--- src/rtl/flvp_pkg.sv ---
// Shared types and constants for the FLV tag stream parser.
package flvp_pkg;

  typedef struct packed {
    logic [7:0] data_byte;
    logic       end_of_stream;
  } flvp_in_t;

  typedef struct packed {
    logic [3:0]  event_res;
    logic [1:0]  stream_flags;
    logic [7:0]  tag_kind;
    logic [23:0] payload_length;
    logic [23:0] time_low;
    logic [7:0]  time_ext;
    logic [23:0] stream_number;
    logic [3:0]  codec_id;
    logic [3:0]  frame_or_rate;
    logic [1:0]  size_and_channels;
    logic        meta_ok;
    logic        last_of_run;
  } flvp_out_t;

  localparam logic [3:0] EV_HEADER_OK    = 4'd0;
  localparam logic [3:0] EV_TAG_DONE     = 4'd1;
  localparam logic [3:0] EV_END_OK       = 4'd2;
  localparam logic [3:0] EV_BAD_SIG      = 4'd3;
  localparam logic [3:0] EV_BAD_VERSION  = 4'd4;
  localparam logic [3:0] EV_BAD_FLAGS    = 4'd5;
  localparam logic [3:0] EV_BAD_OFFSET   = 4'd6;
  localparam logic [3:0] EV_SIZE_MISMATCH = 4'd7;
  localparam logic [3:0] EV_TRUNCATED    = 4'd8;

  localparam logic [7:0] KIND_AUDIO  = 8'h08;
  localparam logic [7:0] KIND_VIDEO  = 8'h09;
  localparam logic [7:0] KIND_SCRIPT = 8'h12;
  localparam logic [23:0] META_MIN_LENGTH = 24'd18;
  localparam logic [31:0] TAG_HEADER_BYTES = 32'd11;

  // Work passed from the byte parser to the result stage: up to two results.
  typedef struct packed {
    logic      two;
    flvp_out_t first;
    flvp_out_t second;
  } flvp_job_t;

  localparam int QUEUE_DEPTH = 4;
  localparam int QUEUE_AW = 2;

  function automatic logic [7:0] meta_byte(input logic [3:0] idx);
    logic [7:0] r;
    begin
      case (idx)
        4'd0: r = 8'h02;
        4'd1: r = 8'h00;
        4'd2: r = 8'h0A;
        4'd3: r = 8'h6F;
        4'd4: r = 8'h6E;
        4'd5: r = 8'h4D;
        4'd6: r = 8'h65;
        4'd7: r = 8'h74;
        4'd8: r = 8'h61;
        4'd9: r = 8'h44;
        4'd10: r = 8'h61;
        4'd11: r = 8'h74;
        4'd12: r = 8'h61;
        4'd13: r = 8'h08;
        default: r = 8'h00;
      endcase
      return r;
    end
  endfunction

endpackage

--- src/rtl/flvp_front.sv ---
// Byte parser: walks the FLV header and tags and forms result jobs.
module flvp_front (
  input  logic               clk,
  input  logic               rst,
  input  flvp_pkg::flvp_in_t in_word,
  input  logic               take,
  output logic               job_valid,
  output flvp_pkg::flvp_job_t job
);
  import flvp_pkg::*;

  typedef enum logic [4:0] {
    PH_HEADER  = 5'b00001,
    PH_PREV    = 5'b00010,
    PH_TAGHDR  = 5'b00100,
    PH_PAYLOAD = 5'b01000,
    PH_HALT    = 5'b10000
  } phase_t;

  phase_t      phase, phase_next;
  logic [23:0] pos, pos_next;
  logic [31:0] acc, acc_next;
  logic [31:0] exp_prev, exp_prev_next;
  logic [7:0]  kind, kind_next;
  logic [23:0] len, len_next;
  logic [23:0] tlow, tlow_next;
  logic [7:0]  text, text_next;
  logic [23:0] sid, sid_next;
  logic [7:0]  fpb, fpb_next;
  logic        mmatch, mmatch_next;

  logic [7:0] b;
  logic       eos;
  logic       halted_err;
  flvp_out_t  ev_a, ev_tag, ev_trunc;
  logic       emit_a;
  logic [7:0] tb;

  assign b = in_word.data_byte;
  assign eos = in_word.end_of_stream;

  always_comb begin
    ev_tag = '0;
    ev_tag.event_res = EV_TAG_DONE;
    ev_tag.tag_kind = kind_next;
    ev_tag.payload_length = len_next;
    ev_tag.time_low = tlow_next;
    ev_tag.time_ext = text_next;
    ev_tag.stream_number = sid_next;
    tb = fpb_next;
    if (len_next != '0 && kind_next == KIND_AUDIO) begin
      ev_tag.codec_id = tb[7:4];
      ev_tag.frame_or_rate = {2'b00, tb[3:2]};
      ev_tag.size_and_channels = tb[1:0];
    end else if (len_next != '0 && kind_next == KIND_VIDEO) begin
      ev_tag.codec_id = tb[3:0];
      ev_tag.frame_or_rate = tb[7:4];
    end
    if (kind_next == KIND_SCRIPT) begin
      ev_tag.meta_ok = mmatch_next && (len_next >= META_MIN_LENGTH);
    end
  end

  always_comb begin
    phase_next = phase;
    pos_next = pos;
    acc_next = acc;
    exp_prev_next = exp_prev;
    kind_next = kind;
    len_next = len;
    tlow_next = tlow;
    text_next = text;
    sid_next = sid;
    fpb_next = fpb;
    mmatch_next = mmatch;
    ev_a = '0;
    emit_a = 1'b0;
    halted_err = 1'b0;
    ev_trunc = '0;
    ev_trunc.event_res = EV_TRUNCATED;
    case (phase)
      PH_HEADER: begin
        pos_next = pos + 24'd1;
        if (pos < 24'd3) begin
          if ((pos == 24'd0 && b != 8'h46) || (pos == 24'd1 && b != 8'h4C) ||
              (pos == 24'd2 && b != 8'h56)) begin
            ev_a.event_res = EV_BAD_SIG;
            halted_err = 1'b1;
          end
        end else if (pos == 24'd3) begin
          if (b != 8'h01) begin
            ev_a.event_res = EV_BAD_VERSION;
            halted_err = 1'b1;
          end
        end else if (pos == 24'd4) begin
          if ((b & 8'hFA) != 8'h00) begin
            ev_a.event_res = EV_BAD_FLAGS;
            halted_err = 1'b1;
          end
          kind_next = b;
          acc_next = '0;
        end else begin
          acc_next = {acc[23:0], b};
          if (pos == 24'd8) begin
            if (acc_next != 32'd9) begin
              ev_a.event_res = EV_BAD_OFFSET;
              halted_err = 1'b1;
            end else begin
              ev_a.event_res = EV_HEADER_OK;
              ev_a.stream_flags = {kind[2], kind[0]};
              emit_a = 1'b1;
              kind_next = '0;
              phase_next = PH_PREV;
              pos_next = '0;
              acc_next = '0;
            end
          end
        end
      end
      PH_PREV: begin
        acc_next = {acc[23:0], b};
        if (pos == 24'd3) begin
          if (acc_next != exp_prev) begin
            ev_a.event_res = EV_SIZE_MISMATCH;
            halted_err = 1'b1;
          end else begin
            phase_next = PH_TAGHDR;
            pos_next = '0;
            if (eos) begin
              ev_a.event_res = EV_END_OK;
              emit_a = 1'b1;
              phase_next = PH_HALT;
            end
          end
        end else begin
          pos_next = pos + 24'd1;
        end
      end
      PH_TAGHDR: begin
        if (pos == 24'd0) begin
          kind_next = b;
          len_next = '0;
          tlow_next = '0;
          text_next = '0;
          sid_next = '0;
          fpb_next = '0;
          mmatch_next = 1'b1;
        end else if (pos <= 24'd3) begin
          len_next = {len[15:0], b};
        end else if (pos <= 24'd6) begin
          tlow_next = {tlow[15:0], b};
        end else if (pos == 24'd7) begin
          text_next = b;
        end else begin
          sid_next = {sid[15:0], b};
        end
        if (pos == 24'd10) begin
          pos_next = '0;
          if (len_next == '0) begin
            ev_a = ev_tag;
            emit_a = 1'b1;
            exp_prev_next = {8'd0, len_next} + TAG_HEADER_BYTES;
            phase_next = PH_PREV;
            acc_next = '0;
          end else begin
            phase_next = PH_PAYLOAD;
          end
        end else begin
          pos_next = pos + 24'd1;
        end
      end
      PH_PAYLOAD: begin
        if (pos == 24'd0) fpb_next = b;
        if (pos < 24'd14 && b != meta_byte(pos[3:0])) mmatch_next = 1'b0;
        if ({1'b0, pos} + 25'd1 >= {1'b0, len}) begin
          ev_a = ev_tag;
          emit_a = 1'b1;
          exp_prev_next = {8'd0, len} + TAG_HEADER_BYTES;
          phase_next = PH_PREV;
          pos_next = '0;
          acc_next = '0;
        end else begin
          pos_next = pos + 24'd1;
        end
      end
      default: ;
    endcase
    if (halted_err) begin
      phase_next = PH_HALT;
    end
    job = '0;
    job_valid = 1'b0;
    if (phase != PH_HALT) begin
      if (halted_err) begin
        job_valid = 1'b1;
        job.first = ev_a;
        job.first.last_of_run = 1'b1;
      end else if (emit_a && ev_a.event_res == EV_END_OK) begin
        job_valid = 1'b1;
        job.first = ev_a;
        job.first.last_of_run = 1'b1;
      end else if (eos) begin
        phase_next = PH_HALT;
        job_valid = 1'b1;
        if (emit_a) begin
          job.two = 1'b1;
          job.first = ev_a;
          job.second = ev_trunc;
          job.second.last_of_run = 1'b1;
        end else begin
          job.first = ev_trunc;
          job.first.last_of_run = 1'b1;
        end
      end else if (emit_a) begin
        job_valid = 1'b1;
        job.first = ev_a;
        job.first.last_of_run = 1'b1;
      end
    end
  end

  always_ff @(posedge clk) begin
    if (rst) begin
      phase <= PH_HEADER;
      pos <= '0;
      acc <= '0;
      exp_prev <= '0;
      kind <= '0;
      len <= '0;
      tlow <= '0;
      text <= '0;
      sid <= '0;
      fpb <= '0;
      mmatch <= 1'b1;
    end else if (take) begin
      phase <= phase_next;
      pos <= pos_next;
      acc <= acc_next;
      exp_prev <= exp_prev_next;
      kind <= kind_next;
      len <= len_next;
      tlow <= tlow_next;
      text <= text_next;
      sid <= sid_next;
      fpb <= fpb_next;
      mmatch <= mmatch_next;
    end
  end

endmodule

--- src/rtl/flvp_back.sv ---
// Job queue and result sender: emits one or two result words per job.
module flvp_back (
  input  logic                clk,
  input  logic                rst,
  input  logic                job_push,
  input  flvp_pkg::flvp_job_t job,
  output logic                full,
  output logic                out_valid,
  output flvp_pkg::flvp_out_t out_word,
  input  logic                out_stall
);
  import flvp_pkg::*;

  flvp_job_t               q [QUEUE_DEPTH];
  logic [QUEUE_AW-1:0]     wp, rp;
  logic [QUEUE_AW:0]       cnt;
  logic                    second_sel;
  logic                    pop;
  logic                    adv;
  flvp_job_t               head;

  assign head = q[rp];
  assign full = (cnt >= (QUEUE_AW+1)'(QUEUE_DEPTH - 1));
  assign out_valid = (cnt != '0);
  assign out_word = second_sel ? head.second : head.first;
  assign adv = out_valid && !out_stall;
  assign pop = adv && (second_sel || !head.two);

  always_ff @(posedge clk) begin
    if (job_push) q[wp] <= job;
  end

  always_ff @(posedge clk) begin
    if (rst) begin
      wp <= '0;
      rp <= '0;
      cnt <= '0;
      second_sel <= 1'b0;
    end else begin
      if (job_push) wp <= wp + 1'b1;
      if (pop) rp <= rp + 1'b1;
      cnt <= cnt + (QUEUE_AW+1)'(job_push) - (QUEUE_AW+1)'(pop);
      if (adv) second_sel <= !pop;
    end
  end

endmodule

--- src/rtl/flv_tag_stream_parser.sv ---
// Top level of the FLV tag stream parser.
// Input channel in_valid/in_stall carries one file byte per word plus an
// end-of-stream mark on the last byte. Output channel out_valid/out_stall
// carries result words: header ok, tag done, end ok or an error event.
// One byte is taken every cycle while the internal result queue has room;
// a byte that produces results has its first result visible the cycle after
// it is accepted if the queue held no earlier job, and a byte that produces
// two results sends them one after the other. Throughput is set by the output side: at most one result
// word per cycle leaves the four-entry job queue.
// Reset clears the parser to expect the file header and empties the queue.
// When the receiver stalls, results wait in the queue and in_stall rises
// once the queue is nearly full; no word is lost.
// After an error or end ok the parser ignores further bytes until reset.
module flv_tag_stream_parser (
  input  logic                clk,
  input  logic                rst,
  input  logic                in_valid,
  output logic                in_stall,
  input  flvp_pkg::flvp_in_t  in_data,
  output logic                out_valid,
  input  logic                out_stall,
  output flvp_pkg::flvp_out_t out_data
);
  import flvp_pkg::*;

  logic      take, job_valid, full;
  flvp_job_t job;

  assign in_stall = full;
  assign take = in_valid && !full;

  flvp_front u_front (
    .clk(clk), .rst(rst), .in_word(in_data), .take(take),
    .job_valid(job_valid), .job(job)
  );

  flvp_back u_back (
    .clk(clk), .rst(rst), .job_push(take && job_valid), .job(job),
    .full(full), .out_valid(out_valid), .out_word(out_data),
    .out_stall(out_stall)
  );

endmodule

--- config.mk ---
export PLATFORM = sky130hd
export DESIGN_NAME = flv_tag_stream_parser
export DESIGN_NICKNAME = d
export VERILOG_FILES = /design/src/rtl/flvp_pkg.sv /design/src/rtl/flvp_front.sv /design/src/rtl/flvp_back.sv /design/src/rtl/flv_tag_stream_parser.sv
export SDC_FILE = /design/constraint.sdc
export NUM_CORES = 1
export LEC_CHECK = 0
export ABC_AREA = 1
export BUFFER_PORTS_ARGS = -buffer_cell sky130_fd_sc_hd__clkbuf_2
export CORE_ASPECT_RATIO = 1.5
export CORE_MARGIN = 2
export CORE_UTILIZATION = 50
export DETAILED_ROUTE_END_ITERATION = 12
export GPL_TIMING_DRIVEN = 0
export PLACE_DENSITY = 0.77
export SLEW_MARGIN = 30
export SYNTH_ARGS = -nofsm -noshare
export SYNTH_HDL_FRONTEND = slang
export SYNTH_SLANG_ARGS = --single-unit
--- constraint.sdc ---
create_clock -name clk -period 9.3 [get_ports clk]
set_input_delay 0.93 -clock clk [delete_from_list [all_inputs] [get_ports clk]]
set_output_delay 0.93 -clock clk [all_outputs]
set_load 0.005 [all_outputs]
After elaboration in Yosys (flattened, before gate mapping)
Memory sizes are Yosys's and may differ from the RTL's. A register that Yosys moved wholly into a read port is not among the register bits.
Index checks and enable logic that the tools add are counted.

word-level totals
  memory bits (writable) = 852
  bits in read-only memories = 112
  memories = 2
  bits of input ports = 13
  flip-flop bits (word level) = 190
  output and inout bits = 108
  logic and storage cells = 235
  bits in latches = 0

cells by class
  muxes and demuxes = 145
  shifts and indexed selects = 0
  order comparisons = 7
  add/subtract/negate cells = 8
  multipliers = 0
  div/mod/pow operators = 0
  bitwise gates (word level) = 0
  reductions and logical operators = 29
  equal/unequal tests = 29

memory list
  memory            words  width  read ports  clocked after memory_dff  write ports  RTL line         RTL
  u_back.q          4      213    1           1                         1            flvp_back.sv:14  flvp_job_t q [QUEUE_DEPTH];
  (name not given)  16     7      1           1                         0            flvp_pkg.sv:53   case (idx)

operators by type and width
  operator                                                                   count
  106-bit two-way mux                                                        11
  24-bit two-way mux                                                         30
  213-bit two-way mux                                                        1
  103-bit two-way mux                                                        2
  100-bit case mux with 2 select lines                                       1
  24-bit case mux with 4 select lines                                        2
  8-bit two-way mux                                                          16
  32-bit two-way mux                                                         3
  5-bit two-way mux                                                          16
  32-bit case mux with 2 select lines                                        1
  24-bit by 4-bit adder with 25-bit output (second input constant)           2
  24-bit by 2-bit == test with 1-bit output (second input constant)          2
  24-bit by 3-bit == test with 1-bit output (second input constant)          2
  24-bit by 4-bit == test with 1-bit output (second input constant)          2
  24-bit zero test                                                           2
  1-bit two-way mux                                                          34
  4-bit two-way mux                                                          8
  32-bit inequality test                                                     1
  32-bit by 4-bit inequality test with 1-bit output (second input constant)  1
  8-bit case mux with 2 select lines                                         2
  24-bit by 1-bit adder with 25-bit output (second input constant)           1
  25-bit by 24-bit greater-or-equal comparator with 1-bit output             1
  24-bit by 1-bit adder with 24-bit output (second input constant)           1
  24-bit by 1-bit == test with 1-bit output (second input constant)          1
  other kinds (41)                                                           75

Logic depth before layout (Yosys ltp)
  word-level depth = 22
  gate-level depth with buffers = 33
  depth with buffers taken out = 33

Modules after synthesis
From an unflattened synthesis, not the netlist that was laid out.

unflattened totals
  cell total of the unflattened synthesis = 5033
  area total of the unflattened synthesis = 48286.3 µm²

modules (own cells, without submodules)
  module                 seq. area each (µm²)  cells an instance  area an instance (µm²)  instances
  flvp_back              25784.7               2477               33193.1                 1
  flvp_front             3643.5                2551               15069.5                 1
  flv_tag_stream_parser  0.0                   5                  23.8                    1

Worst setup path before layout
Ideal clock, no wire load.

  path type = register -> register
  start point = register u_front.pos[1]
  end point = memory u_back.q[0][105] (netlist name) (enable)
  period minus slack after synthesis = 8.894 ns
  path slack = 0.406 ns
  cell stages (with the launch flop) = 29
  data required time = 8.726 ns
  buffers on the path = 0
  arrival = 8.320 ns
  path through = dfxtp_1 ha_1 nand2_1 inv_1 nand3_1 nor2_1 nand3_1 nor3_1 inv_1 nor3b_1 nand4_1 xor2_1 inv_1 ha_1 nand2_1 nor2_1 nand2_1 nor2_1 nand2_1 a21oi_1 nor2_1 a21oi_1 inv_1 nand2_2 nor3_1 ha_1 nand3_1 nand3_1 nor2_1

on the way
  word-level cells in the longest chain between the ends = 16
  elaborated cells between the ends (all ways) = 56

ends and longest elaborated chain
  what                                                                               RTL line                     RTL
  start: declaration                                                                 flvp_front.sv:21             logic [23:0] pos, pos_next;
  start signal: assignment                                                           flvp_front.sv:237            pos <= pos_next;
  branches (longest 11 deep; another with 24-bit by 1-bit adder with 25-bit output)  --
  1-bit two-way mux *                                                                flvp_front.sv:194            if (halted_err) begin
  1-bit two-way mux *                                                                flvp_front.sv:193            if (phase != PH_HALT) begin
  1-bit logical AND *                                                                flv_tag_stream_parser.sv:38  .clk(clk), .rst(rst), .job_push(take && job_valid), .job(job),
  1-bit two-way mux *                                                                flvp_back.sv:30              if (job_push) q[wp] <= job;
  1-bit two-way mux (implied by the code) *                                          flvp_back.sv:30
  end: declaration                                                                   flvp_back.sv:14

Mark *: on every way between the ends. The select of a mux whose other input is x is not followed.

Final worst setup path
  start point = register u_front.pos[1]
  end point = memory u_back.q[2][167] (netlist name) (enable)

Same word-level chain as after synthesis.

==> summary.txt <==
Worst hold path
  • HP Start: u_front.acc[20]$_SDFFE_PP0P_
  • Worst Hold Depth: 2
  • Hold WC Path Type: register to register
  • Worst hold endpoint: u_front.acc[20]$_SDFFE_PP0P_

Worst setup path
  • Worst Reg2Reg Path Length in Cells: 32
  • Critical Path Sink Type: register
  • CP max stage delay: ~0.59 ns
  • CP required: just under 10 ns
  • Crit-path slowest cell: a21oi_2
  • CP startpoint kind: register
  • Worst R2R End: u_back.q[2][167]$_DFFE_PP_
  • Delay-heaviest family, CP: simple AND/OR/NAND/NOR gates
  • Reg2reg setup slack: between 1.5 and 2 ns
  • Crit Path Max Fanout: 21
  • Beginning of the worst register-to-register path: u_front.pos[1]$_SDFFE_PP0P_
  • Setup Crit Path Kind: register to register
  • WP data arrival: around 7.7 ns
  • CP bufs+invs: 8

CTS
  • CTS tree: yes
  • # Post-CTS Setup Buffers: 0
  • # clock sinks: 620
  • Cts bufs inserted: between 50 and 60
  • CTS clk-pin slew, worst paths: 0.07 ns
  • Root buf cell: clkbuf_16
  • H-tree depth: 2
  • PostCTS Resize Cnt: 0
  • Hold Buf Count CTS: 0
  • Clock buffer depth: 3
  • Worst-Skew Late Latency: ~0.62 ns

Power and ir drop
  • Pwr dens: around 240 mW/mm²
  • Max VDD drop: roughly 0.16 mV
  • Lkg Pwr: about 14 nW

Timing
  • Final hold vios: 0
  • Slew Limit Fails: 0
  • RSZ-0062 raised after global routing: no
  • Worst Skew: ~0.023 ns
  • Slew @ Worst Pin: 1.10 ns
  • Rel. slew slack: between 20% and 30%
  • Highest clock rate: between 0.1 and 0.15 GHz
  • Fin crit share: 79.5%
  • Final Critical Period: around 7.4 ns
  • Setup violations, final: 0
  • Setup TNS: 0 ns

Layout
  • Layout cells sized above 1: 8.72%
  • Fillcell total: roughly 5400
  • Nets: 3967
  • Final Non-Filler Cells: 4755
  • Diode count: 0
  • Area Overhead vs Synth: 13.2%

Place
  • Detailed Place HPWL: between 60000 and 70000 µm
  • Dpl cells: roughly 4700
  • Placer Congestion: a little over 1
  • PortBufs: 111

Synthesis
  • Synth Instances: 3719
  • Synthesized cell area: between 0.03 and 0.04 mm²
  • Most common flop cell mapped by yosys: edfxtp_1
  • Seq cells post-synth: 620
  • EDFF count, synth: about 430
  • Post-synthesis sequential area ratio: a little over half
  • Ys async rst share: 0%
  • Mapped Nets: 3775
  • Netlist cell types: 52
  • Syn_area_per_cell: 8.40 µm²
  • Synth Warn #: 0

Floorplanning
  • Io pins: 121
  • Rows: ~110
  • Effective utilization at floorplan: 50.4%
  • Die W: 208 µm
  • Core box area: approximately 0.062 mm²
  • Die Y-Extent: 310 µm
  • Die Area: 0.0645 mm²

Global route
  • Largest net degree at the start of global routing: 22
  • First-pass GRT wire length: 145000 µm
  • Met2 Use GR: 51.8%
  • GR Util met1: between 30% and 40%
  • GRT busiest layer: met2
  • Total GRT Usage: ~29%
  • Initial antenna violation count: 2
  • Vias in the first global route: 25759
  • Total gr overflow: 0
  • Grt met3 use: 4.03%

Route
  • WL/cell: just over 20 µm
  • Residual DRC: 0
  • Vias post-DR: roughly 27000
  • Post-Route WL: 96600 µm
  • Antenna Nets Post-Route: 0
  • Drt first pass iters: 7
  • DR vias/cell: around 5.8
  • 1st-iter DRT viols: around 2800

Flow run
  • MaxCap Viol Count: 0

Status
  • Status: complete, no violations
==> synthesized netlist by cell type (all sizes together), types with 3 or more instances <==
library cell | number | area, µm²
o22ai | 16 | 100
nor3b | 5 | 47.5
a31oi | 3 | 18.8
nand4 | 42 | 263
dfxtp | 192 | 3840
o211ai | 36 | 270
xnor2 | 15 | 131
clkbuf | 137 | 514
ha | 42 | 526
nor4 | 14 | 118
inv | 379 | 1420
a41oi | 3 | 26.3
buf | 79 | 434
xor2 | 29 | 254
or2 | 4 | 25.0
edfxtp | 428 | 12900
nand2 | 550 | 2090
nand3b | 5 | 37.5
o21ai | 488 | 2480
o21a | 59 | 443
nor2 | 684 | 2660
nor3 | 73 | 370
a21oi | 322 | 1610
nand3 | 98 | 541
==> worst reg2reg max path, delay by kind of cell (launching register included) <==
family / cells / cell delay, ns
and+or+nand+nor: 18 / 3.31
buffers and inverters: 8 / 1.58
AOI/OAI and AO/OA: 2 / 0.79
adders and majority gates: 3 / 0.78
DFF: 1 / 0.48
xor gates and xnor gates: 1 / 0.14
==> where the power goes <==
part | internal (mW) | leakage [nW] | switching, mW | total (mW)
clock network | 1.32 | 0.906 | 1.08 | 2.40
registers | 3.30 | 5.33 | 0.127 | 3.43
logic | 0.892 | 7.67 | 1.91 | 2.81
total | 5.51 | 13.9 | 3.12 | 8.63
==> final cells by class <==
| class | instances | area [µm²] | share of cell area, % |
|---|---|---|---|
| clock inverter | 35 | 425 | 1.20 |
| multi-input combinational | 2503 | 12200 | 34.5 |
| tap | 798 | 998 | 2.83 |
| buffer | 216 | 952 | 2.69 |
| sequential | 620 | 16700 | 47.2 |
| clock buffer | 68 | 1460 | 4.12 |
| timing repair buffer | 135 | 1190 | 3.37 |
| inverter | 380 | 1430 | 4.04 |
==> cell usage in the layout (no fill, tap or decap), types with 15 or more instances in the layout <==
cell type  instances
nor3_1            72
o21ai_1           27
clkbuf_1         144
a21oi_1          321
buf_1             31
o22ai_1           16
inv_2             15
dfxtp_1          192
nand2_1          542
buf_2             35
nor2_1           662
clkbuf_16         55
ha_1              42
clkbuf_2         114
o21ai_0          451
xnor2_1           15
edfxtp_1         428
nand3_1           91
nand4_1           42
o21a_1            59
xor2_1            29
buf_16            22
o211ai_1          36
inv_1            364
==> registers in the layout (all words and copies together), names as in the netlist, 2 cells and up, named ones only <==
signal and cells:
u_front.text 8, u_back.cnt 3, u_back.wp 2, u_front.kind 8
u_front.acc 24, u_front.fpb 8, u_front.exp_prev 25, u_back.rp 2
u_front.sid 24, u_back.q 428, u_front.pos 24, u_front.len 24
u_front.tlow 24, u_front.phase 5
==> routing by layer <==
| layer | part of all wire [%] | vias up |
|---|---|---|
| li1 | - | 12874 |
| met1 | 36 | 12888 |
| met2 | 50 | 1266 |
| met3 | 7.2 | 360 |
| met4 | 6.8 | 2 |
| met5 | 0.013 | - |
==> worst max path at each step <==
stage	startpoint	to	slack, ns	depth (start not counted)
CTS	u_front.pos[1]$_SDFFE_PP0P_	u_back.q[2][186]$_DFFE_PP_	2.06	32
global route	u_front.pos[1]$_SDFFE_PP0P_	u_back.q[2][165]$_DFFE_PP_	1.52	32
global placement	u_front.pos[1]$_SDFFE_PP0P_	u_back.q[1][186]$_DFFE_PP_	-5.00	28
finish	u_front.pos[1]$_SDFFE_PP0P_	u_back.q[2][167]$_DFFE_PP_	1.91	32
detailed placement	u_front.pos[1]$_SDFFE_PP0P_	u_back.q[2][186]$_DFFE_PP_	2.11	32
floorplan	u_front.pos[1]$_SDFFE_PP0P_	u_back.q[0][105]$_DFFE_PP_	0.41	28
==> per-stage QoR <==
step	hold WS (ns)	power (mW)	setup slack, ns	cell area, µm²	utilization (%)
after CTS	0.457	8.60	2.06	35300	57.0
after global routing	0.482	9.04	1.52	35300	57.0
after floorplan	0.424	5.11	0.406	31200	-
after global placement	0.435	6.14	-5.00	32800	52.9
after detailed placement	0.440	6.23	2.11	33400	54.0
final	0.464	8.63	1.91	35300	57.0
==> cell families after synthesis <==
logic type | after synthesis | share of synthesized area [%]
simple gates | 1478 | 19.8
compound gates | 938 | 16.2
flops | 620 | 53.5
buf+inv | 596 | 7.61
xor+xnor | 44 | 1.23
fa+ha+maj | 43 | 1.75
Note: power is estimated with default switching activity, not from simulation.
